===== config.mk =====
export PLATFORM = sky130hd
export DESIGN_NAME = sync_counter_with_wait_slots
export DESIGN_NICKNAME = d
export VERILOG_FILES = /design/src/rtl/scw_pkg.sv /design/src/rtl/sync_counter_with_wait_slots.sv /design/src/rtl/scw_slot_mem.sv /design/src/rtl/scw_out_reg.sv
export SDC_FILE = /design/constraint.sdc
export NUM_CORES = 1
export LEC_CHECK = 0
export BUFFER_PORTS_ARGS = -buffer_cell sky130_fd_sc_hd__buf_2
export CORE_MARGIN = 2
export CORE_UTILIZATION = 35
export DETAILED_ROUTE_END_ITERATION = 7
export SYNTH_ARGS = -nofsm -noshare
export SYNTH_HDL_FRONTEND = slang
export SYNTH_SLANG_ARGS = --single-unit

===== constraint.sdc =====
create_clock -name clk -period 8.2 [get_ports clk]
set_clock_uncertainty 0.15 [all_clocks]
set_input_delay 0.41 -clock clk [delete_from_list [all_inputs] [get_ports clk]]
set_output_delay 0.41 -clock clk [all_outputs]
set_load 0.02 [all_outputs]

===== src/rtl/scw_pkg.sv =====
`default_nettype none
package scw_pkg;

	localparam int unsigned WAIT_SLOTS_DEF = 16;
	localparam int unsigned COUNT_W        = 32;
	localparam int unsigned FIBER_W        = 16;

	// request codes
	typedef enum logic [1:0] {
		REQ_INC  = 2'd0,
		REQ_DEC  = 2'd1,
		REQ_WAIT = 2'd2,
		REQ_READ = 2'd3
	} req_type_t;

	// result kinds
	typedef enum logic [2:0] {
		KIND_OLD      = 3'd0,
		KIND_RELEASED = 3'd1,
		KIND_WAITING  = 3'd2,
		KIND_READY    = 3'd3,
		KIND_FULL     = 3'd4,
		KIND_READ     = 3'd5
	} result_kind_t;

	// one wait slot as held in the slot memory
	typedef struct packed {
		logic [FIBER_W-1:0] fiber;
		logic [COUNT_W-1:0] target;
	} slot_entry_t;

	// one result beat
	typedef struct packed {
		result_kind_t       kind;
		logic [COUNT_W-1:0] value;
		logic [FIBER_W-1:0] fiber;
		logic               last;
	} beat_t;

endpackage
`default_nettype wire


===== src/rtl/sync_counter_with_wait_slots.sv =====
// an increment/decrement reads the slot memory one slot at a time and then loads the
// closing beat into the output register; add-waiter and read load only the closing beat,
// and output stalls hold both the scan and the closing beat
// throughput: one request at a time, one slot per cycle in the scan unless a release waits
// on a stalled output; the next request is taken only once the closing beat is loaded
// reset (arst_n low): count 0, every slot free; slot memory contents are not cleared
`default_nettype none
module sync_counter_with_wait_slots #(
	parameter int unsigned WAIT_SLOTS = scw_pkg::WAIT_SLOTS_DEF
) (
	input  wire logic        clk,
	input  wire logic        arst_n,
	// configuration: initial_count
	input  wire logic        cfg_wr_en,
	input  wire logic [31:0] cfg_wr_data,
	// request channel
	input  wire logic        in_valid,
	output logic             in_stall,
	input  wire logic [1:0]  req_type,
	input  wire logic [31:0] amount,
	input  wire logic [15:0] fiber_id,
	input  wire logic [31:0] target_value,
	// result channel
	output logic             out_valid,
	input  wire logic        out_stall,
	output logic [2:0]       result_kind,
	output logic [31:0]      count_value,
	output logic [15:0]      released_fiber,
	output logic             last_of_run
);

	localparam int unsigned IDX_W = (WAIT_SLOTS > 1) ? $clog2(WAIT_SLOTS) : 1;

	typedef enum logic [2:0] {
		ST_IDLE = 3'b001,
		ST_SCAN = 3'b010,
		ST_ACK  = 3'b100
	} state_t;

	state_t                      state_q;
	logic [31:0]                 count_q;     // live counter
	logic [31:0]                 old_q;       // value carried by the closing beat
	scw_pkg::result_kind_t       kind_q;      // kind of the closing beat
	logic [IDX_W-1:0]            ptr_q;       // slot being examined in the scan
	logic [WAIT_SLOTS-1:0]       free_q;      // one free flag per slot

	logic                        accept;
	logic                        hit;
	logic                        advance;
	logic                        last_slot;
	logic                        any_free;
	logic [IDX_W-1:0]            free_idx;
	logic [IDX_W-1:0]            rd_addr;
	scw_pkg::slot_entry_t        rd_data;
	logic                        wr_en;
	scw_pkg::slot_entry_t        wr_data;
	logic                        load;
	logic                        load_ok;
	scw_pkg::beat_t              beat;
	scw_pkg::beat_t              out_beat;

	// requests are taken only between runs
	assign in_stall = (state_q != ST_IDLE);
	assign accept   = in_valid && !in_stall;

	// lowest free slot, priority from slot 0
	always_comb begin
		free_idx = '0;
		any_free = 1'b0;
		for (int i = WAIT_SLOTS - 1; i >= 0; i--) begin
			if (free_q[i]) begin
				free_idx = IDX_W'(i);
				any_free = 1'b1;
			end
		end
	end

	// scan: rd_data holds the entry at ptr_q while in ST_SCAN; a match of an
	// occupied slot against the new count releases it, but only once the
	// output register can take the beat, otherwise the scan holds
	assign last_slot = (ptr_q == IDX_W'(WAIT_SLOTS - 1));
	assign hit       = (state_q == ST_SCAN) && !free_q[ptr_q] && (rd_data.target == count_q);
	assign advance   = (state_q == ST_SCAN) && (!hit || load_ok);

	// read address runs one slot ahead when the scan steps on; idle keeps it at slot 0
	assign rd_addr = (advance && !last_slot) ? ptr_q + IDX_W'(1) : ptr_q;

	// new waiter goes into the slot memory when it neither fails nor is ready now
	assign wr_en   = accept && (scw_pkg::req_type_t'(req_type) == scw_pkg::REQ_WAIT)
	                 && any_free && (target_value != count_q);
	assign wr_data = '{fiber: fiber_id, target: target_value};

	scw_slot_mem #(
		.WAIT_SLOTS (WAIT_SLOTS)
	) u_slot_mem (
		.clk     (clk),
		.wr_en   (wr_en),
		.wr_addr (free_idx),
		.wr_data (wr_data),
		.rd_addr (rd_addr),
		.rd_data (rd_data)
	);

	// result beat: a release during the scan, or the closing beat
	always_comb begin
		load = 1'b0;
		beat = '{kind: kind_q, value: old_q, fiber: '0, last: 1'b1};
		if (hit && load_ok) begin
			load = 1'b1;
			beat = '{kind: scw_pkg::KIND_RELEASED, value: count_q,
			         fiber: rd_data.fiber, last: 1'b0};
		end else if ((state_q == ST_ACK) && load_ok) begin
			load = 1'b1;
		end
	end

	scw_out_reg u_out_reg (
		.clk       (clk),
		.arst_n    (arst_n),
		.load      (load),
		.beat      (beat),
		.load_ok   (load_ok),
		.out_valid (out_valid),
		.out_stall (out_stall),
		.out_beat  (out_beat)
	);

	assign result_kind    = out_beat.kind;
	assign count_value    = out_beat.value;
	assign released_fiber = out_beat.fiber;
	assign last_of_run    = out_beat.last;

	// sequencer
	always_ff @(posedge clk or negedge arst_n) begin
		if (!arst_n) begin
			state_q <= ST_IDLE;
			ptr_q   <= '0;
		end else begin
			unique case (state_q)
				ST_IDLE: begin
					ptr_q <= '0;
					if (accept) begin
						if (scw_pkg::req_type_t'(req_type) == scw_pkg::REQ_INC ||
						    scw_pkg::req_type_t'(req_type) == scw_pkg::REQ_DEC) begin
							state_q <= ST_SCAN;
						end else begin
							state_q <= ST_ACK;
						end
					end
				end
				ST_SCAN: begin
					if (advance) begin
						if (last_slot) begin
							ptr_q   <= '0;
							state_q <= ST_ACK;
						end else begin
							ptr_q <= ptr_q + IDX_W'(1);
						end
					end
				end
				ST_ACK: begin
					if (load_ok) begin
						state_q <= ST_IDLE;
					end
				end
				default: begin
					state_q <= ST_IDLE;
				end
			endcase
		end
	end

	// counter and slot flags; a configuration write re-initialises both
	always_ff @(posedge clk or negedge arst_n) begin
		if (!arst_n) begin
			count_q <= '0;
			free_q  <= '1;
		end else if (cfg_wr_en) begin
			count_q <= cfg_wr_data;
			free_q  <= '1;
		end else begin
			if (accept) begin
				case (scw_pkg::req_type_t'(req_type))
					scw_pkg::REQ_INC: count_q <= count_q + amount;
					scw_pkg::REQ_DEC: count_q <= count_q - amount;
					default: ;
				endcase
			end
			if (wr_en) begin
				free_q[free_idx] <= 1'b0;
			end
			if (hit && load_ok) begin
				free_q[ptr_q] <= 1'b1;
			end
		end
	end

	// closing beat contents, latched at accept
	always_ff @(posedge clk or negedge arst_n) begin
		if (!arst_n) begin
			kind_q <= scw_pkg::KIND_OLD;
			old_q  <= '0;
		end else if (accept) begin
			old_q <= count_q;
			case (scw_pkg::req_type_t'(req_type))
				scw_pkg::REQ_INC,
				scw_pkg::REQ_DEC:  kind_q <= scw_pkg::KIND_OLD;
				scw_pkg::REQ_WAIT: begin
					if (!any_free) begin
						kind_q <= scw_pkg::KIND_FULL;
					end else if (target_value == count_q) begin
						kind_q <= scw_pkg::KIND_READY;
					end else begin
						kind_q <= scw_pkg::KIND_WAITING;
					end
				end
				default:           kind_q <= scw_pkg::KIND_READ;
			endcase
		end
	end

endmodule
`default_nettype wire


===== src/rtl/scw_slot_mem.sv =====
`default_nettype none
module scw_slot_mem #(
	parameter int unsigned WAIT_SLOTS = scw_pkg::WAIT_SLOTS_DEF,
	localparam int unsigned IDX_W = (WAIT_SLOTS > 1) ? $clog2(WAIT_SLOTS) : 1
) (
	input  wire logic                clk,
	input  wire logic                wr_en,
	input  wire logic [IDX_W-1:0]    wr_addr,
	input  wire scw_pkg::slot_entry_t wr_data,
	input  wire logic [IDX_W-1:0]    rd_addr,
	output scw_pkg::slot_entry_t     rd_data
);

	scw_pkg::slot_entry_t mem [WAIT_SLOTS];
	scw_pkg::slot_entry_t rd_data_q;

	always_ff @(posedge clk) begin
		if (wr_en) begin
			mem[wr_addr] <= wr_data;
		end
	end

	// registered read
	always_ff @(posedge clk) begin
		rd_data_q <= mem[rd_addr];
	end

	assign rd_data = rd_data_q;

endmodule
`default_nettype wire


===== src/rtl/scw_out_reg.sv =====
`default_nettype none
module scw_out_reg (
	input  wire logic    clk,
	input  wire logic    arst_n,
	input  wire logic    load,
	input  wire scw_pkg::beat_t beat,
	output logic         load_ok,
	output logic         out_valid,
	input  wire logic    out_stall,
	output scw_pkg::beat_t out_beat
);

	logic           valid_q;
	scw_pkg::beat_t beat_q;

	// free, or the held beat leaves this edge
	assign load_ok = !valid_q || !out_stall;

	always_ff @(posedge clk or negedge arst_n) begin
		if (!arst_n) begin
			valid_q <= 1'b0;
		end else if (load) begin
			valid_q <= 1'b1;
		end else if (!out_stall) begin
			valid_q <= 1'b0;
		end
	end

	always_ff @(posedge clk) begin
		if (load) begin
			beat_q <= beat;
		end
	end

	assign out_valid = valid_q;
	assign out_beat  = beat_q;

endmodule
`default_nettype wire

==> Word level (Yosys, flattened, before mapping) <==
Memory sizes are Yosys's and may differ from the RTL's. A register that Yosys moved wholly into a read port is not among the register bits.
Index checks and enable logic that the tools add are counted.
{ "op_classes": {"order_cmp": 4, "bitwise_logic": 3, "addsub": 3, "muxes": 65, "reduce_logical": 29, "n_eq_ne": 15} }
{ "ops": {"columns": ["operator", "n"], "rows": [
  ["2-to-1 mux 4 bit", 19],
  ["== test 32 bit", 2],
  ["2-to-1 mux 16 bit", 4],
  ["2-to-1 mux 32 bit", 2],
  ["one-hot mux 32 bit (2 select lines)", 1],
  ["2-to-1 mux 49 bit", 1],
  ["adder 32 bit", 1],
  ["inequality test 32 bit", 1],
  ["subtractor 32 bit", 1],
  ["2-to-1 mux 1 bit", 26],
  ["2-to-1 mux 3 bit", 6],
  ["AND 16 bit", 1],
  ["NOT 16 bit", 1],
  ["bitwise OR 16 bit", 1],
  ["logical AND 1 bit", 12],
  ["< comparator 4 x 5 -> 1 bit, second input constant", 2],
  ["one-hot mux 3 bit (3 select lines)", 1],
  ["demux 1 bit (select 4 bit)", 2],
  ["greater-or-equal comparator 4 x 1 -> 1 bit, second input constant", 2],
  ["inequality test 2 bit, second input constant", 4],
  ["one-hot mux 4 bit (2 select lines)", 1],
  ["logical NOT 1 bit", 6],
  ["one-hot mux 3 bit (2 select lines)", 1],
  ["adder 4 x 1 -> 4 bit, second input constant", 1],
  ["16 further kinds", 20]
]} }
{ "totals": {"in_bits": 119, "regBits": 143, "n_memories": 1, "out_inout_bits": 54, "mem_bits_rw": 768} }
{ "memory_table": {"columns": ["name", "words", "width", "rd", "rd_clocked_by_memory_dff", "wr", "line_no", "source"], "rows": [
  ["u_slot_mem.mem", 16, 48, 1, 1, 1, "scw_slot_mem.sv:14", "scw_pkg::slot_entry_t mem [WAIT_SLOTS];"]
]} }

==> Depth between registers and ports, before layout <==
Gate-level depths: netlist of the first run.
{ "logic_depth": {"word_depth": 27, "mapped_depth": 20, "ltp_nobuf": 20} }

==> By module <==
From an unflattened synthesis of the first run, not the netlist that was laid out.
{ "unflattened": {"hier_cells": 2255, "hier_area_um2": 39177.6} }
{ "by_module_without_submodules": {"columns": ["mod", "area_each_um2", "seq_area_each_um2", "n_inst", "cells_each"], "rows": [
  ["scw_slot_mem", 29691.0, 24023.0, 1, 1242],
  ["sync_counter_with_wait_slots", 7888.8, 2273.4, 1, 958],
  ["scw_out_reg", 1597.8, 1586.5, 1, 55]
]} }

==> Worst setup path before layout of the first run <==
OpenSTA, ideal clock, no wires.
{ "synth_timing": {"kind": "reg2reg", "startpoint": "register state_q[0]", "endpoint": "memory u_slot_mem.mem[5][0] (netlist bit) (enable)", "t_arrival_ns": 5.126, "stages_incl_launch_ff": 9, "setup_slack_ns": 2.411, "period_less_slack_ns": 5.789, "setup_time_ns": 0.513, "path_cell_list": "dfstp_2 -> nor3b_1 -> and2_1 -> clkbuf_1 -> and3_1 -> o21ai_0 -> inv_1 -> nand2_1 -> nor3_1"} }
{ "synth_between": {"elab_chain_cells": 8} }
{ "synth_rtl": {"columns": ["item", "line_no", "source"], "rows": [
  ["start: declaration", "sync_counter_with_wait_slots.sv:40", "state_t state_q;"],
  ["start signal: assignment", "sync_counter_with_wait_slots.sv:136", "state_q <= ST_IDLE;"],
  ["start signal: assignment", "sync_counter_with_wait_slots.sv:145", "state_q <= ST_SCAN;"],
  ["start signal: assignment", "sync_counter_with_wait_slots.sv:147", "state_q <= ST_ACK;"],
  ["inequality test 3 x 1 -> 1 bit", "sync_counter_with_wait_slots.sv:63", "assign in_stall = (state_q != ST_IDLE);"],
  ["logical NOT 1 bit", "sync_counter_with_wait_slots.sv:64", "assign accept = in_valid && !in_stall;"],
  ["logical AND 1 bit", "sync_counter_with_wait_slots.sv:64", null],
  ["logical AND 1 bit", "sync_counter_with_wait_slots.sv:89", "assign wr_en = accept && (scw_pkg::req_type_t'(req_type) == scw_pkg::REQ_WAIT)"],
  ["logical AND 1 bit (2 in a row)", "sync_counter_with_wait_slots.sv:90", "&& any_free && (target_value != count_q);"],
  ["2-to-1 mux 1 bit", "scw_slot_mem.sv:18", "if (wr_en) begin"],
  ["2-to-1 mux 1 bit (not written as such)", "scw_slot_mem.sv:19", "mem[wr_addr] <= wr_data;"],
  ["end: declaration", "scw_slot_mem.sv:14", null]
]} }
No other way between the ends.

==> Worst setup path in the final report of the first run <==
{ "layout_timing": {"startpoint": "register ptr_q[0]", "endpoint": "register u_slot_mem.rd_data[18] (netlist name)"} }
{ "layout_between": {"elab_chain_cells": 10} }
{ "layout_rtl": {"columns": ["item", "line_no", "source"], "rows": [
  ["start: declaration", "sync_counter_with_wait_slots.sv:44", "logic [IDX_W-1:0] ptr_q;"],
  ["start signal: assignment", "sync_counter_with_wait_slots.sv:157", "ptr_q <= ptr_q + IDX_W'(1);"],
  ["binary-select mux 1 bit (select 4 bit)", "sync_counter_with_wait_slots.sv:82", "assign hit = (state_q == ST_SCAN) && !free_q[ptr_q] && (rd_data.target == count_q);"],
  ["2-to-1 mux 1 bit (not written as such)", "sync_counter_with_wait_slots.sv:82", null],
  ["logical NOT 1 bit", "sync_counter_with_wait_slots.sv:82", null],
  ["logical AND 1 bit (2 in a row)", "sync_counter_with_wait_slots.sv:82", null],
  ["logical NOT 1 bit", "sync_counter_with_wait_slots.sv:83", "assign advance = (state_q == ST_SCAN) && (!hit || load_ok);"],
  ["logical OR 1 bit", "sync_counter_with_wait_slots.sv:83", null],
  ["logical AND 1 bit", "sync_counter_with_wait_slots.sv:83", null],
  ["logical AND 1 bit", "sync_counter_with_wait_slots.sv:86", "assign rd_addr = (advance && !last_slot) ? ptr_q + IDX_W'(1) : ptr_q;"],
  ["2-to-1 mux 4 bit (*)", "sync_counter_with_wait_slots.sv:86", null]
]} }
Mark *: on every way between the ends. The rest lies on a longest branch, timed or not. The select of a mux whose other input is x is not followed.
A chain may end at the register's enable or synchronous reset.

==> results of run 1 <==
## sequential cells by signal (all words and copies together) (netlist names)
name	flops
u_out_reg.out_valid	1
count_q	32
state_q	3
free_q	16
u_out_reg.out_beat	52
old_q	32
kind_q	3
u_slot_mem.mem	768
ptr_q	4
u_slot_mem.rd_data	48
## how the worst max path moves through the flow
stage / endpoint / slack, ns / cells after the start
6_report: u_slot_mem.rd_data[18] / 3.04 / 10
5_1_grt: u_slot_mem.rd_data[16] / 2.72 / 10
4_1_cts: u_slot_mem.rd_data[18] / 3.03 / 10
3_5_place_dp: u_slot_mem.rd_data[8] / 3.05 / 10
3_3_place_gp: count_q[30] / 3.05 / 17
2_1_floorplan: u_slot_mem.mem[5][0] / 2.41 / 8
## where the power goes
part / switching (W) / total [W] / leakage [nW] / internal [W]
Sequential: 0.000269 / 0.00588 / 8.89 / 0.00561
Clock: 0.00181 / 0.00417 / 1.42 / 0.00236
Combinational: 0.00132 / 0.00207 / 4.76 / 0.000755
## metrics by stage
stage          instance area [um2]  util, %  setup slack [ns]
2_1_floorplan                38790        -             2.411
3_3_place_gp                 41300    37.42             3.055
3_5_place_dp                 41300    37.42             3.054
4_1_cts                      45020    40.79             3.031
5_1_grt                      45030    40.80             2.720
6_report                     45030    40.80             3.040
## layer usage
layer  wire length (um)  vias up  share of wire [%]  global-route usage, %
li1                   -    10970                  -                      -
met1              46180    12270                 43                  25.66
met2              51290      936                 47                  30.54
met3               8026      140                7.4                  2.801
met4               2551       10                2.4                  5.718
met5                 64        -              0.059                      0
## layout by cell type, fill, tap and decap left out, drive strengths merged, types with 37 or more instances in the layout
cell         Yosys  layout
dfxtp           48      48
nand2          476     476
edfxtp         820     820
clkbuf          81     133
xor2            88      88
a21oi           82      82
and4            49      49
a32oi           96      96
mux2i          101     101
buf             67     221
o22ai          196     196
dlygate4sd3      0      77
xnor2           37      37
nor2            59      59
dfrtp           74      74
o21ai          167     167
## cell families (layout without fill, tap and decap cells)
kind of cell	count (synthesis)	in the layout	synth area share [%]
AO/OA/AOI/OAI	606	606	10.16
XOR/XNOR	125	125	2.823
adder cells (fa/ha/maj)	37	37	1.213
buffers and inverters	168	492	2.245
flip-flops	959	959	71.89
multiplexers	112	112	3.071
other	0	4	0
AND/OR/NAND/NOR	728	728	8.603
## area by class of cell
| cell class | count | area [um2] | area share [%] |
|---|---|---|---|
| sequential | 959 | 27880 | 61.92 |
| multi-input combinational | 1608 | 10240 | 22.73 |
| clock buffer | 133 | 2580 | 5.729 |
| timing repair buffer | 298 | 2014 | 4.473 |
| tap | 1488 | 1862 | 4.134 |
| clock inverter | 41 | 370.4 | 0.8225 |
| inverter | 20 | 75.07 | 0.1667 |
| antenna | 4 | 10.01 | 0.02223 |
==> metrics.yaml, run 1 <==
cts:
  cts_root_buf: "clkbuf_16"
  post_cts_buffers: 0
  clk_path_buf_depth: 3
  tritoncts: "yes"
  htree_levels: 3
  cts_buffers: 94
  cts_resized: 0
  holdBufCountCts: 77
  clock_latency_ns: 0.66
  clkSinkCount: 959
  path_clk_slew_ns: 0.06
yosys:
  synth_cells: 2735
  synthArstFlopShare_pct: 9.489
  yosysMostFrequentCell: "edfxtp_1"
  yosys_warnings: 0
  synthTopCellsByArea: "edfxtp_1 (63%), dfrtp_1 (4.8%), nand2_1 (4.6%)"
  synth-edff-count: 820
  syn_avg_cell_area_um2: 14.18
  syn_area_mm2: 0.03879
  synth_top_area_cell: "edfxtp_1"
  synthTopCellsByCount: "edfxtp_1 (820), nand2_1 (476), o22ai_1 (186)"
  synth_top_area_share_pct: 63.48
  syn_nets: 2891
  ys_ff_latch: 959
  yosysSeqAreaShare_pct: 71.89
  yosys.cell_types.count: 71
  ys.flop_type: "edfxtp_1"
power_and_ir_drop:
  p_leak_nw: 15.07
  powerDensity_mw_per_mm2: 269.2
  finalPower_w: 0.01212
  ir_drop_mv: 0.1691
layout:
  final_cells: 4551
  fin_nets: 3137
  area_growth_pct: 16.10
  drive_gt1_share_pct: 13.93
  layout.filler_cells: 10020
worst_setup_path:
  critical-path-top-delay-family: "compound AO/OA/AOI/OAI gates"
  r2r-end: "u_slot_mem.rd_data[18]"
  required_ns: 8.65
  cp-end-kind: "register"
  critPathBufInv: 1
  crit_arrival_ns: 5.61
  ff2ff_setup_slack_ns: 3.04
  worst-r2r-cell-count: 10
  worstPathMaxFanout: 69
  worst_path_max_delay_cell: "o22a_4"
  critPathKind: "reg -> reg"
  cpPeakStageDelay_ns: 0.87
  startpoint: "ptr_q[0]"
  worstPathCellList: "mux4_2 > mux4_2 > nor4_4 > a21oi_2 > nand2_1 > o22a_4 > buf_4 > o22ai_1 > o21ai_0 > and4_1"
  cp-start-kind: "register"
  cpMostUsedCell: "mux4_2"
  r2r_start: "ptr_q[0]"
sta:
  rsz0062_at_grt: "false"
  final_hold_viol_count: 0
  tns_ns: 0
  post-route-min-period_ns: 5.160
  setup_viol: 0
  max_slew.worst_pin.slew_ns: 1.083
  drv_slew: 0
  layout_worst_path_cycle_share_pct: 62.92
  hold_slack_ns: 0.03177
  fmax_ghz: 0.1938
  maxSlewHeadroom_pct: 27.77
route:
  drtPass1Iterations: 6
  drt_iter0_drc: 2238
  antenna_left: 0
  vias: 24330
  wire_per_inst_um: 23.76
  wirelength_mm: 108.1
  vias_per_cell: 5.346
  drc_errors: 0
place:
  port_buffers: 172
  hpwl_mm: 60.35
  gp_congestion: 0.8622
  dp_cells: 4296
worst_hold_path:
  hold_end: "u_slot_mem.mem[4][0]"
  hold_path_class: "in -> reg"
  hp-start: "target_value[0]"
  holdPathStages: 1
die:
  core.rowCount: 122
  core_mm2: 0.1104
  io_pins: 173
  die-height_um: 336.9
  die_w_um: 336.9
  start_util_pct: 35.15
  dieArea_mm2: 0.1135
global_routing:
  antenna_found_initial: 9
  overflow: 0
  grt_start_max_net_pins: 131
  grt_pass1_wl_mm: 157.2
  grt_pass1_vias: 23650
  grt_usage_pct: 18.67
status:
  outcome: "completed"
job:
  cap_violations: 0
Power figures use the tool's default switching activity.
==> run 2: changes to the inputs <==
Clock period 8.2 ns to 4.84 ns, I/O delays scaled along.
==> metrics.yaml, run 2 (synthesis gave the netlist of run 1 again) <==
global_routing:
  grt_usage_pct: 18.71
  overflow: 0
  grt_pass1_wl_mm: 157.2
  grt_pass1_vias: 23490
  grt_start_max_net_pins: 55
  antenna_found_initial: 7
place:
  gp_congestion: 0.9015
  port_buffers: 172
  hpwl_mm: 66.20
cts:
  htree_levels: 3
  clk_path_buf_depth: 3
  cts_buffers: 94
  clock_latency_ns: 0.67
  cts_root_buf: "clkbuf_16"
  path_clk_slew_ns: 0.06
  tritoncts: "yes"
  clkSinkCount: 959
layout:
  utilization_pct: 41.66
  largest_register_ffs: 768
  area_growth_pct: 18.54
  drive_gt1_share_pct: 15.33
  seq_area_mm2: 0.02788
  final_cell_mix: "edfxtp_1 (820), nand2_1 (476), o22ai_1 (184)"
  final_common_cell: "edfxtp_1"
  largest_register: "u_slot_mem.mem"
  fin_nets: 3196
  layout.filler_cells: 10000
  multiInputGateArea_mm2: 0.01024
sta:
  fmax_ghz: 0.2312
  layout_worst_path_cycle_share_pct: 89.35
  post-route-min-period_ns: 4.324
  max_slew.worst_pin.slew_ns: 1.020
  rsz0062_at_grt: "false"
  setup_viol: 0
  drv_slew: 0
  maxSlewHeadroom_pct: 31.77
  final_hold_viol_count: 0
worst_setup_path:
  r2r_start: "ptr_q[0]"
  cpMostUsedCell: "o21ai_0"
  required_ns: 5.29
  cpPeakStageDelay_ns: 0.58
  cp-start-kind: "input pin"
  worstPathMaxFanout: 6
  worst-r2r-cell-count: 10
  ff2ff_setup_slack_ns: 0.60
  critical-path-top-delay-family: "compound AO/OA/AOI/OAI gates"
  crit_arrival_ns: 4.77
  critPathBufInv: 3
  cp-end-kind: "register"
  r2r-end: "u_slot_mem.rd_data[7]"
  worstPathCellList: "buf_2 > or3_1 > or4_1 > nor3b_1 > buf_4 > nor2_1 > xnor2_1 > ha_1 > o21ai_0 > o21ai_0 > o211ai_1 > o21ai_0 > a221oi_1 > o31ai_1 > o221ai_1 > xnor2_1 > nand2_1 > a21oi_1 > dlygate4sd3_1"
  worst_path_max_delay_cell: "or4_1"
  critPathKind: "in -> reg"
die:
  core_mm2: 0.1104
  die_w_um: 336.9
  io_pins: 173
  start_util_pct: 35.15
  dieArea_mm2: 0.1135
  core.rowCount: 122
  die-height_um: 336.9
worst_hold_path:
  hold_path_class: "in -> async"
power_and_ir_drop:
  ir_drop_mv: 0.2546
  finalPower_w: 0.02092
  p_leak_nw: 15.51
  powerDensity_mw_per_mm2: 455.0
route:
  drc_errors: 0
  drt_iter0_drc: 2264
  vias: 24520
  wire_per_inst_um: 23.47
  antenna_left: 0
  wirelength_mm: 108.1
  drtPass1Iterations: 6
  vias_per_cell: 5.322
status:
  outcome: "completed"
job:
  cap_violations: 0
run 2: cell types whose count changed in the layout (fill, tap and decap cells not counted), moves of 3 or more:
cell           before  now
buf_12              1   35
buf_4              49   62
dlygate4sd3_1      77   89
clkinv_1           15   11
clkbuf_8            6    9
diode_2             4    1
run 2: per-stage QoR:
step / setup WS, ns / TNS, ns / cell area (um2) / hold slack [ns] / instances
after floorplan: -0.9485 / -179.78 / 38800 / -0.2036 / 2735
after global placement: 0.1788 / 0 / 42080 / 0.2159 / 4343
after detailed placement: 0.1943 / 0 / 42080 / 0.2068 / 4343
after CTS: 0.5834 / 0 / 45970 / 0.02716 / 4607
after global routing: 0.04751 / 0 / 45980 / 0.09079 / 4608
final: 0.5155 / 0 / 45980 / 0.04144 / 4608
run 2: repair_timing:
item / in CTS / in global routing
hold buffers: 89 / 0
buffers inserted: 0 / 0
gates resized for setup: 0 / 0
endpoints found under the setup margin: 0 / 0
endpoints found under the hold margin: 859 / 0
run 2: worst reg2reg max path, cell delays in order, from the launching register on:
cell     delay [ns]
dfrtp_1        0.49
mux4_2         0.55
mux4_2         0.58
nor4_4         0.47
a21oi_2        0.18
buf_4          0.24
a31oi_4        0.53
buf_12         0.25
o22ai_1        0.10
o21ai_0        0.33
and4_1         0.29
run 2: report_power, final:
| group | internal (W) | switching, W | leakage, nW | total, W |
|---|---|---|---|---|
| logic | 0.00148 | 0.00237 | 5.17 | 0.00384 |
| clock network | 0.00401 | 0.00312 | 1.45 | 0.00712 |
| registers | 0.00951 | 0.000442 | 8.89 | 0.00995 |
run 2: how the worst max path moves through the flow:
stage                     startpoint              endpoint  slack (ns)  cells past startpoint
final                      amount[7]           count_q[31]        0.52                     19
after global routing       amount[7]           count_q[31]        0.05                     19
after CTS                  amount[7]           count_q[31]        0.58                     19
after detailed placement   amount[7]           count_q[30]        0.19                     19
after global placement     amount[7]           count_q[30]        0.18                     19
after floorplan           state_q[0]  u_slot_mem.mem[5][0]       -0.95                      8
run 2: routing by layer:
layer	GRT usage [%]	vias up	share of wire, %
met5	0	-	0.053
met4	6.003	10	2.7
met3	2.807	163	6.3
met2	30.41	886	48
met1	25.78	12370	43
li1	-	11090	-
run 2: area by class of cell:
cell class                 count  share of cell area [%]
antenna                        1                0.005443
clock buffer                 136                   5.701
clock inverter                39                  0.8355
inverter                      20                  0.1633
multi-input combinational   1608                   22.26
sequential                   959                   60.65
tap                         1488                   4.049
timing repair buffer         357                   6.335
